## config.mk

```make
export PLATFORM = sky130hd
export DESIGN_NAME = bitmap_text_pixel_emitter
export DESIGN_NICKNAME = d
export VERILOG_FILES = /design/src/design/bte_pkg.sv /design/src/design/bte_ram.sv /design/src/design/bte_glyph.sv /design/src/design/bitmap_text_pixel_emitter.sv
export SDC_FILE = /design/constraint.sdc
export NUM_CORES = 2
export LEC_CHECK = 0
export ABC_AREA = 1
export BUFFER_PORTS_ARGS = -buffer_cell sky130_fd_sc_hd__buf_4
export CORE_UTILIZATION = 26
export CTS_CLUSTER_SIZE = 10
export DETAILED_ROUTE_END_ITERATION = 6
export PLACE_DENSITY = 0.43
export SETUP_SLACK_MARGIN = 0.2
export SLEW_MARGIN = 20
export SYNTH_ARGS = -nofsm -noshare
export SYNTH_HDL_FRONTEND = slang
export SYNTH_SLANG_ARGS = --single-unit
```

## constraint.sdc

```tcl
create_clock -name clk_i -period 6.1 [get_ports clk_i]
set_input_delay 0.61 -clock clk_i [delete_from_list [all_inputs] [get_ports clk_i]]
set_output_delay 0.61 -clock clk_i [all_outputs]
set_load 0.1 [all_outputs]
```

## src/design/bte_pkg.sv

```systemverilog
// Shared types and constants of the bitmap text pixel emitter.
package bte_pkg;

  localparam logic [1:0] CMD_BEGIN = 2'd0;
  localparam logic [1:0] CMD_CHAR  = 2'd1;
  localparam logic [1:0] CMD_FONT  = 2'd2;

  localparam logic REG_CHAR_PITCH = 1'b0;
  localparam logic REG_LINE_PITCH = 1'b1;

  localparam logic [7:0] RST_CHAR_PITCH = 8'd6;
  localparam logic [7:0] RST_LINE_PITCH = 8'd14;

  localparam logic [7:0] CODE_FIRST   = 8'd32;
  localparam logic [7:0] CODE_LAST    = 8'd127;
  localparam logic [7:0] CODE_ESC     = 8'd27;
  localparam logic [7:0] CODE_NEWLINE = 8'd10;
  localparam logic [7:0] CODE_HASH    = 8'd35;
  localparam logic [7:0] CODE_ZERO    = 8'd48;
  localparam logic [7:0] CODE_NINE    = 8'd57;
  localparam logic [7:0] CODE_UPPER_A = 8'd65;
  localparam logic [7:0] CODE_UPPER_F = 8'd70;

  localparam logic [2:0] HEX_DIGITS_MAX = 3'd6;

  typedef enum logic [2:0] {
    MODE_NORMAL = 3'b001,
    MODE_ESCAPE = 3'b010,
    MODE_DIGITS = 3'b100
  } parse_mode_e;

  typedef struct packed {
    logic        start;
    logic [7:0]  glyph;
    logic [15:0] x;
    logic [15:0] y;
    logic [31:0] color;
  } glyph_req_t;

  typedef struct packed {
    logic [15:0] x;
    logic [15:0] y;
    logic [31:0] color;
    logic        last;
  } pixel_t;

endpackage

```

## src/design/bte_ram.sv

```systemverilog
// Generic single-write, single-read synchronous RAM with registered read data.
module bte_ram #(
  parameter int WIDTH = 8,
  parameter int DEPTH = 480
) (
  input  logic                                     clk_i,
  input  logic                                     we_i,
  input  logic [(DEPTH > 1 ? $clog2(DEPTH) : 1)-1:0] waddr_i,
  input  logic [WIDTH-1:0]                         wdata_i,
  input  logic                                     re_i,
  input  logic [(DEPTH > 1 ? $clog2(DEPTH) : 1)-1:0] raddr_i,
  output logic [WIDTH-1:0]                         rdata_o
);

  logic [WIDTH-1:0] mem_q [DEPTH];

  always_ff @(posedge clk_i) begin
    if (we_i) begin
      mem_q[waddr_i] <= wdata_i;
    end
    if (re_i) begin
      rdata_o <= mem_q[raddr_i];
    end
  end

endmodule

```

## src/design/bte_glyph.sv

```systemverilog
// Glyph sequencer: loads the glyph columns from the font RAM and emits lit pixels.
module bte_glyph import bte_pkg::*; #(
  parameter int GLYPH_COLUMNS = 5,
  parameter int GLYPH_ROWS    = 7,
  parameter int AW            = 9
) (
  input  logic          clk_i,
  input  logic          rst_ni,
  input  glyph_req_t    req_i,
  output logic          busy_o,
  output logic          rd_en_o,
  output logic [AW-1:0] rd_addr_o,
  input  logic [7:0]    rd_data_i,
  output logic          pix_valid_o,
  input  logic          pix_ready_i,
  output pixel_t        pix_o
);

  localparam int CW = (GLYPH_COLUMNS > 1) ? $clog2(GLYPH_COLUMNS) : 1;
  localparam logic [CW-1:0] LAST_COL = CW'(GLYPH_COLUMNS - 1);
  localparam logic [7:0] ROW_MASK = 8'((16'd1 << GLYPH_ROWS) - 16'd1);

  typedef enum logic [3:0] {
    S_IDLE = 4'b0001,
    S_LOAD = 4'b0010,
    S_WAIT = 4'b0100,
    S_EMIT = 4'b1000
  } seq_state_e;

  seq_state_e    state_q, state_d;
  logic [AW-1:0] base_q, base_d;
  logic [CW-1:0] rd_col_q, rd_col_d;
  logic [CW-1:0] pend_col_q;
  logic          pend_q;
  logic [CW-1:0] col_q, col_d;
  logic [7:0]    clr_q, clr_d;
  logic [15:0]   x_q, x_d, y_q, y_d;
  logic [31:0]   color_q, color_d;
  logic [7:0]    glyph_buf_q [GLYPH_COLUMNS];
  logic          ovalid_q, ovalid_d;
  pixel_t        pix_q, pix_d;

  logic [7:0] cur_bits;
  logic [7:0] low_bit;
  logic [2:0] row;
  logic       later_any;
  logic       out_free;
  logic       push;

  always_comb begin
    cur_bits  = glyph_buf_q[col_q] & ~clr_q;
    low_bit   = cur_bits & (~cur_bits + 8'd1);
    row       = 3'd0;
    later_any = 1'b0;
    for (int r = 0; r < 8; r++) begin
      if (low_bit[r]) begin
        row = 3'(r);
      end
    end
    for (int k = 0; k < GLYPH_COLUMNS; k++) begin
      if (k > int'(col_q)) begin
        later_any = later_any | (glyph_buf_q[k] != 8'd0);
      end
    end
  end

  assign out_free = !ovalid_q || pix_ready_i;
  assign push     = (state_q == S_EMIT) && (cur_bits != 8'd0) && out_free;

  always_comb begin
    state_d   = state_q;
    base_d    = base_q;
    rd_col_d  = rd_col_q;
    col_d     = col_q;
    clr_d     = clr_q;
    x_d       = x_q;
    y_d       = y_q;
    color_d   = color_q;
    rd_en_o   = 1'b0;
    rd_addr_o = base_q + AW'(rd_col_q);
    pix_d     = pix_q;
    ovalid_d  = ovalid_q && !pix_ready_i;
    unique case (state_q)
      S_IDLE: begin
        if (req_i.start) begin
          base_d   = AW'(int'(req_i.glyph) * GLYPH_COLUMNS);
          x_d      = req_i.x;
          y_d      = req_i.y;
          color_d  = req_i.color;
          rd_col_d = '0;
          state_d  = S_LOAD;
        end
      end
      S_LOAD: begin
        rd_en_o = 1'b1;
        if (rd_col_q == LAST_COL) begin
          state_d = S_WAIT;
        end else begin
          rd_col_d = rd_col_q + CW'(1);
        end
      end
      S_WAIT: begin
        col_d   = '0;
        clr_d   = '0;
        state_d = S_EMIT;
      end
      S_EMIT: begin
        if (cur_bits == 8'd0) begin
          if (col_q == LAST_COL) begin
            state_d = S_IDLE;
          end else begin
            col_d = col_q + CW'(1);
            clr_d = '0;
          end
        end else if (out_free) begin
          pix_d.x     = x_q + 16'(col_q);
          pix_d.y     = y_q + 16'(row);
          pix_d.color = color_q;
          pix_d.last  = ((cur_bits & (cur_bits - 8'd1)) == 8'd0) && !later_any;
          ovalid_d    = 1'b1;
          clr_d       = clr_q | low_bit;
          if (pix_d.last) begin
            state_d = S_IDLE;
          end
        end
      end
      default: state_d = S_IDLE;
    endcase
  end

  always_ff @(posedge clk_i or negedge rst_ni) begin
    if (!rst_ni) begin
      state_q  <= S_IDLE;
      pend_q   <= 1'b0;
      ovalid_q <= 1'b0;
    end else begin
      state_q  <= state_d;
      pend_q   <= (state_q == S_LOAD);
      ovalid_q <= ovalid_d;
    end
  end

  always_ff @(posedge clk_i) begin
    base_q     <= base_d;
    rd_col_q   <= rd_col_d;
    pend_col_q <= rd_col_q;
    col_q      <= col_d;
    clr_q      <= clr_d;
    x_q        <= x_d;
    y_q        <= y_d;
    color_q    <= color_d;
    pix_q      <= pix_d;
    if (pend_q) begin
      glyph_buf_q[pend_col_q] <= rd_data_i & ROW_MASK;
    end
  end

  assign busy_o      = (state_q != S_IDLE);
  assign pix_valid_o = ovalid_q;
  assign pix_o       = pix_q;

  a_start_when_idle: assert property (@(posedge clk_i) disable iff (!rst_ni)
    req_i.start |-> state_q == S_IDLE)
    else $error("glyph request while the sequencer is busy");

  a_last_ends_glyph: assert property (@(posedge clk_i) disable iff (!rst_ni)
    (push && pix_d.last) |=> state_q == S_IDLE)
    else $error("sequencer kept running after the final pixel");

  a_clear_subset: assert property (@(posedge clk_i) disable iff (!rst_ni)
    (state_q == S_EMIT) |-> ((clr_q & ~glyph_buf_q[col_q]) == 8'd0))
    else $error("emitted row mask is not within the column bits");

endmodule

```

## src/design/bitmap_text_pixel_emitter.sv

```systemverilog
// Top level of the bitmap text pixel emitter: command parser, font RAM and glyph sequencer.
//
// Input transactions on s_axis carry a command in tuser: begin string (loads the cursor,
// line start and color), string character, or font byte write. tlast marks the last
// character of a string. Each drawing character produces one m_axis transaction per lit
// glyph pixel, in column order and bit 0 first, with tlast on its final pixel. The user
// writes the char_pitch and line_pitch registers through the cfg port only while idle;
// the block itself does not enforce it.
//
// Begin, font writes and characters that draw nothing leave the input ready for the next
// transaction. A drawing character is accepted, the font RAM is read once per column,
// the last read lands in the glyph buffer, and then its lit pixels are emitted, with a
// step for each column before the final pixel. The pace is set by the single read port
// of the font RAM and the one-pixel-per-cycle emit loop, which waits while m_axis stalls.
// The next transaction is accepted as soon as the final pixel sits in the output register.
// Reset clears the cursor, color and parser and sets the pitches to 6 and 14; the font
// RAM contents are undefined until written. When m_axis stalls, the output register
// holds its pixel and the sequencer waits; no pixel is lost.
module bitmap_text_pixel_emitter import bte_pkg::*; #(
  parameter int GLYPH_COUNT   = 96,
  parameter int GLYPH_COLUMNS = 5,
  parameter int GLYPH_ROWS    = 7
) (
  input  logic        clk_i,
  input  logic        rst_ni,
  input  logic        s_axis_tvalid,
  output logic        s_axis_tready,
  // char_code[7:0], start_x[23:8], start_y[39:24], start_color[71:40],
  // font_index[80:72], font_bits[88:81], zero padding[95:89]
  input  logic [95:0] s_axis_tdata,
  input  logic        s_axis_tlast,
  // command[1:0]
  input  logic [1:0]  s_axis_tuser,
  output logic        m_axis_tvalid,
  input  logic        m_axis_tready,
  // pixel_x[15:0], pixel_y[31:16], pixel_color[63:32]
  output logic [63:0] m_axis_tdata,
  output logic        m_axis_tlast,
  input  logic        cfg_we_i,
  input  logic        cfg_idx_i,
  input  logic [7:0]  cfg_data_i
);

  localparam int FONT_DEPTH = GLYPH_COUNT * GLYPH_COLUMNS;
  localparam int AW = (FONT_DEPTH > 1) ? $clog2(FONT_DEPTH) : 1;

  logic [7:0]  char_pitch_q, line_pitch_q;
  logic [15:0] cur_x_q, cur_x_d, cur_y_q, cur_y_d, line_x_q, line_x_d;
  logic [31:0] color_q, color_d;
  parse_mode_e mode_q, mode_d;
  logic [2:0]  hex_cnt_q, hex_cnt_d;
  logic [23:0] hex_q, hex_d;

  logic          in_acc;
  logic [7:0]    in_char;
  logic [7:0]    glyph_idx;
  logic          drawable;
  logic          is_digit;
  logic [3:0]    digit_val;
  logic [23:0]   hex_shift;
  logic          handled;
  logic          font_we;
  glyph_req_t    req;
  logic          glyph_busy;
  logic          rd_en;
  logic [AW-1:0] rd_addr;
  logic [7:0]    rd_data;
  pixel_t        pix;

  assign s_axis_tready = !glyph_busy;
  assign in_acc        = s_axis_tvalid && s_axis_tready;
  assign in_char       = s_axis_tdata[7:0];
  assign glyph_idx     = in_char - CODE_FIRST;
  assign drawable      = (in_char >= CODE_FIRST) && (in_char <= CODE_LAST) &&
                         (int'(glyph_idx) < GLYPH_COUNT);
  assign is_digit      = ((in_char >= CODE_ZERO) && (in_char <= CODE_NINE)) ||
                         ((in_char >= CODE_UPPER_A) && (in_char <= CODE_UPPER_F));
  assign digit_val     = (in_char <= CODE_NINE) ? in_char[3:0] : in_char[3:0] + 4'd9;
  assign hex_shift     = {hex_q[19:0], digit_val};

  always_comb begin
    cur_x_d   = cur_x_q;
    cur_y_d   = cur_y_q;
    line_x_d  = line_x_q;
    color_d   = color_q;
    mode_d    = mode_q;
    hex_cnt_d = hex_cnt_q;
    hex_d     = hex_q;
    font_we   = 1'b0;
    handled   = 1'b0;
    req.start = 1'b0;
    req.glyph = glyph_idx;
    req.x     = cur_x_q;
    req.y     = cur_y_q;
    req.color = color_q;
    if (in_acc) begin
      unique case (s_axis_tuser)
        CMD_BEGIN: begin
          cur_x_d   = s_axis_tdata[23:8];
          line_x_d  = s_axis_tdata[23:8];
          cur_y_d   = s_axis_tdata[39:24];
          color_d   = s_axis_tdata[71:40];
          mode_d    = MODE_NORMAL;
          hex_cnt_d = '0;
          hex_d     = '0;
        end
        CMD_FONT: begin
          font_we = (int'(s_axis_tdata[80:72]) < FONT_DEPTH);
        end
        CMD_CHAR: begin
          mode_d = MODE_NORMAL;
          unique case (mode_q)
            MODE_DIGITS: begin
              if (is_digit && (hex_cnt_q < HEX_DIGITS_MAX)) begin
                hex_d     = hex_shift;
                color_d   = 32'(hex_shift);
                hex_cnt_d = hex_cnt_q + 3'd1;
                mode_d    = (hex_cnt_q + 3'd1 >= HEX_DIGITS_MAX) ? MODE_NORMAL : MODE_DIGITS;
                handled   = 1'b1;
              end
            end
            MODE_ESCAPE: begin
              if ((in_char == CODE_HASH) && !s_axis_tlast) begin
                mode_d    = MODE_DIGITS;
                hex_cnt_d = '0;
                hex_d     = '0;
                color_d   = '0;
                handled   = 1'b1;
              end
            end
            default: ;
          endcase
          if (!handled) begin
            if ((in_char == CODE_ESC) && !s_axis_tlast) begin
              mode_d = MODE_ESCAPE;
            end else if (in_char == CODE_NEWLINE) begin
              cur_x_d = line_x_q;
              cur_y_d = cur_y_q + 16'(line_pitch_q);
            end else begin
              req.start = drawable;
              cur_x_d   = cur_x_q + 16'(char_pitch_q);
            end
          end
          if (s_axis_tlast) begin
            mode_d    = MODE_NORMAL;
            hex_cnt_d = '0;
            hex_d     = '0;
          end
        end
        default: ;
      endcase
    end
  end

  always_ff @(posedge clk_i or negedge rst_ni) begin
    if (!rst_ni) begin
      char_pitch_q <= RST_CHAR_PITCH;
      line_pitch_q <= RST_LINE_PITCH;
      cur_x_q      <= '0;
      cur_y_q      <= '0;
      line_x_q     <= '0;
      color_q      <= '0;
      mode_q       <= MODE_NORMAL;
      hex_cnt_q    <= '0;
      hex_q        <= '0;
    end else begin
      if (cfg_we_i) begin
        unique case (cfg_idx_i)
          REG_CHAR_PITCH: char_pitch_q <= cfg_data_i;
          REG_LINE_PITCH: line_pitch_q <= cfg_data_i;
          default: ;
        endcase
      end
      cur_x_q   <= cur_x_d;
      cur_y_q   <= cur_y_d;
      line_x_q  <= line_x_d;
      color_q   <= color_d;
      mode_q    <= mode_d;
      hex_cnt_q <= hex_cnt_d;
      hex_q     <= hex_d;
    end
  end

  bte_ram #(
    .WIDTH(8),
    .DEPTH(FONT_DEPTH)
  ) u_font_ram (
    .clk_i   (clk_i),
    .we_i    (font_we),
    .waddr_i (AW'(s_axis_tdata[80:72])),
    .wdata_i (s_axis_tdata[88:81]),
    .re_i    (rd_en),
    .raddr_i (rd_addr),
    .rdata_o (rd_data)
  );

  bte_glyph #(
    .GLYPH_COLUMNS(GLYPH_COLUMNS),
    .GLYPH_ROWS   (GLYPH_ROWS),
    .AW           (AW)
  ) u_glyph (
    .clk_i       (clk_i),
    .rst_ni      (rst_ni),
    .req_i       (req),
    .busy_o      (glyph_busy),
    .rd_en_o     (rd_en),
    .rd_addr_o   (rd_addr),
    .rd_data_i   (rd_data),
    .pix_valid_o (m_axis_tvalid),
    .pix_ready_i (m_axis_tready),
    .pix_o       (pix)
  );

  assign m_axis_tdata = {pix.color, pix.y, pix.x};
  assign m_axis_tlast = pix.last;

  a_hex_count_range: assert property (@(posedge clk_i) disable iff (!rst_ni)
    hex_cnt_q <= HEX_DIGITS_MAX)
    else $error("hex digit count beyond six");

  a_digits_mode_count: assert property (@(posedge clk_i) disable iff (!rst_ni)
    (mode_q == MODE_DIGITS) |-> (hex_cnt_q < HEX_DIGITS_MAX))
    else $error("digit mode held after the sixth digit");

  a_font_write_idle: assert property (@(posedge clk_i) disable iff (!rst_ni)
    font_we |-> (!glyph_busy && !rd_en))
    else $error("font write while a glyph is being read");

endmodule
```

==> out/qor.csv <==
metric,value,unit
row_count,280,
hold_end,u_font_ram.mem_q[234][2],
fmax,214.6,MHz
via_per_inst,4.674,
first_pass_iters,6,
grt_max_degree,166,
critical_path.startpoint_type,flip-flop,
r2r_slack,1440,ps
crit_path_end_kind,flip-flop,
worstPathRequired,6910,ps
grt_pass1_vias,96250,
dieArea,587700,um2
maxSlewHeadroom,0.2065,
finalCritPeriodShare,0.7639,
wl_per_cell,22.58,um
cts_tree,yes,
netlist_area,152000,um2
final_cell_mix,"edfxtp_1 (3,574), nor2_1 (3,256), o21ai_0 (1,925), nand2_1 (1,186), nand3_1 (968)",
clock-sinks,3708,
synth_edf_count,3574,
power.density,319.0,nW/um2
place_hpwl,269500,um
r2r-start,u_glyph.rd_col_q[0],
fin_skew,125.9,ps
nFillCells,59130,
whs_path_depth,1,
synth_top_flop_cell,edfxtp_1,
drv_cap,0,
tightest_slew,1190,ps
p_comb_frac,0.079,
critPathMostFrequentCell,nand3_1,
clkSlewWorstSetupHoldPaths,60,ps
vias,97700,
port_buffers,171,
yosysSeqAreaShare,0.7279,
async_flop_share,0.03452,
clk_latency,1060,ps
period_needed,4660,ps
clockPowerShare,0.411,
gp_congestion,0.7805,
ys_ff_latch,3708,
grt_pass1_wl,683800,um
cts.path.max_buffers,4,
cpMaxStageDelayCell,fa_4,
groute.usage.overall,0.1548,
maxSlewViolCount,0,
ios,180,
die_w,766.6,um
arrival,5470,ps
cp_max_fo,77,
fp.coreArea,581900,um2
initial_utilization,0.2612,
ant_nets,0,
power.leakage,0.05730,uW
hold_viol_final,0,
drtIter0Drc,8592,
die_y,766.6,um
syn_avg_cell_area,11.77,um2
yosysWarnings,0,
gr-total-overflow,0,
hold_class,primary input to flip-flop,
rr_worst_depth,15,
synthDistinctLibCells,51,
final_nets,13140,
outcome,"complete, no violations",
post-cts-setup-buffers,0,
root_buffer,clkbuf_16,
finalSetupViolCount,0,
htreeDepth,5,
synth_nets,13080,
drc,0,
setup-tns-final,0,ps
worstSetupPathType,flip-flop to flip-flop,
seqPwrFrac,0.510,
layout_commonest_cell,edfxtp_1,
ctsResizeCount,0,
antenna_found_initial,30,
p_int,42270,uW
drive_gt1_frac,0.07492,
cp_cell_sequence,ha_4 -> fa_4 -> buf_12 -> buf_12 -> nor2_1 -> o21ai_0 -> nand3_1 -> nand2_1 -> nand2_1 -> nand3_1 -> nand3_1 -> nand3_1 -> nand3_1 -> nand3_1 -> nand2_1,
fin_util,0.3010,
routed_wl,472000,um
slowest_delay,1190,ps
rsz0062_at_grt,no,
min_from,s_axis_tdata[83],
areaGrowthSynthToFinish,15.24,%
ir_drop,0.2749,mV
r2r_end,u_font_ram.rdata_o[5],
switchingPower,13600,uW
numCtsBuffers,425,
switching_share,0.2435,
syn_inst,12910,
## sequential cells by signal, indices dropped and copies added, names as in the netlist, 7 cells and up, named ones only
signal               count
char_pitch_q             8
color_q                 32
cur_x_q                 16
cur_y_q                 16
hex_q                   20
line_pitch_q             8
line_x_q                16
u_font_ram.mem_q      3360
u_font_ram.rdata_o       7
u_glyph.base_q           9
u_glyph.clr_q            7
u_glyph.color_q         32
u_glyph.glyph_buf_q     56
u_glyph.pix_o           65
u_glyph.x_q             16
u_glyph.y_q             16
## layer usage
layer | vias to the layer above | share of wire | track usage
met5 | - | 0 | 0
met4 | 0 | 0.025 | 0.03928
met3 | 571 | 0.046 | 0.01881
met2 | 2252 | 0.47 | 0.2544
met1 | 48980 | 0.46 | 0.2171
li1 | 45900 | - | -
## worst max-delay path, delay by kind of cell (launching register included)
kind            cells  cell delay (ps)
simple gates       10             1820
fa+ha+maj           2             1410
buf+inv             2              570
flops               1              480
compound gates      1               80
## logic make-up after synthesis
kind of cell	synth area share
AOI/OAI and AO/OA	0.08802
DFF	0.7279
buffers and inverters	0.02929
muxes	0.0005021
adders and majority gates	0.004823
and+or+nand+nor	0.1464
xor gates and xnor gates	0.002988
## power by group through the flow
| stage | clock network (uW) | registers, uW | logic [uW] |
|---|---|---|---|
| floorplan | 0 | 28900 | 2470 |
| global placement | 0 | 29000 | 4430 |
| detailed placement | 0 | 29000 | 4430 |
| CTS | 23600 | 28500 | 4490 |
| global route | 24400 | 28500 | 4920 |
| finish | 23000 | 28500 | 4430 |
## Yosys cell counts, types with 3 or more instances
cell type / count / area share
edfxtp_1: 3574 / 0.71
nor2_1: 3261 / 0.081
o21ai_0: 1925 / 0.063
nand2_1: 1204 / 0.030
nand3_1: 968 / 0.032
clkbuf_1: 505 / 0.012
o211ai_1: 258 / 0.013
buf_2: 232 / 0.0076
inv_1: 201 / 0.0050
dfrtp_1: 121 / 0.020
o22ai_1: 102 / 0.0042
buf_1: 95 / 0.0023
o21ai_1: 70 / 0.0023
a21oi_1: 66 / 0.0022
ha_1: 49 / 0.0040
nor2_2: 31 / 0.0013
nor3_1: 30 / 0.00099
xor2_1: 27 / 0.0016
a31oi_1: 25 / 0.0010
xnor2_1: 23 / 0.0013
buf_4: 22 / 0.0011
nand4_1: 17 / 0.00070
o31ai_1: 17 / 0.00084
a32o_1: 8 / 0.00053
o221ai_1: 8 / 0.00046
buf_6: 7 / 0.00052
dfstp_2: 7 / 0.0012
inv_2: 7 / 0.00017
dfxtp_1: 6 / 0.00079
fa_1: 6 / 0.00079
mux2_2: 5 / 0.00037
nand2_4: 5 / 0.00037
nor4_1: 4 / 0.00016
nand3b_1: 3 / 0.00015
## worst max path at each step
stage / from / to / slack (ps)
floorplan: s_axis_tdata[5] / u_glyph.base_q[0] / 1290
global placement: u_glyph.rd_col_q[0] / u_font_ram.rdata_o[3] / 1340
detailed placement: s_axis_tdata[78] / u_font_ram.mem_q[107][0] / 1300
CTS: u_glyph.rd_col_q[0] / u_font_ram.rdata_o[3] / 1470
global route: flip-flop / u_glyph.pix_o[48] / 1180
finish: u_glyph.rd_col_q[0] / u_font_ram.rdata_o[5] / 1440
## layout make-up
type | instances | area (um2) | area share
Antenna cell | 15 | 37.54 | 0.0002143
Clock buffer | 533 | 11170 | 0.06375
Clock inverter | 56 | 671.9 | 0.003836
Inverter | 211 | 833.3 | 0.004757
Multi-Input combinational cell | 8131 | 37200 | 0.2124
Sequential cell | 3708 | 110700 | 0.6317
Tap cell | 7755 | 9703 | 0.05539
Timing Repair Buffer | 495 | 4906 | 0.02801
## through the flow
step	total power, uW	area, um2	setup slack, ps	instances	hold WS (ps)
6_report	55870	175200	1440	20900	118.9
5_1_grt	57830	175200	1181	20900	109.2
4_1_cts	56550	175100	1470	20890	26.27
3_5_place_dp	33440	162500	1297	20220	404.5
3_3_place_gp	33430	162500	1342	20220	401.9
2_1_floorplan	31400	152000	1289	12910	314.4
## repair_timing
| action | in CTS | in global routing |
|---|---|---|
| endpoints found under the hold margin | 191 | 0 |
| setup endpoints to repair | 0 | 0 |
| hold buffers | 83 | 0 |
Power figures use the tool's default switching activity.
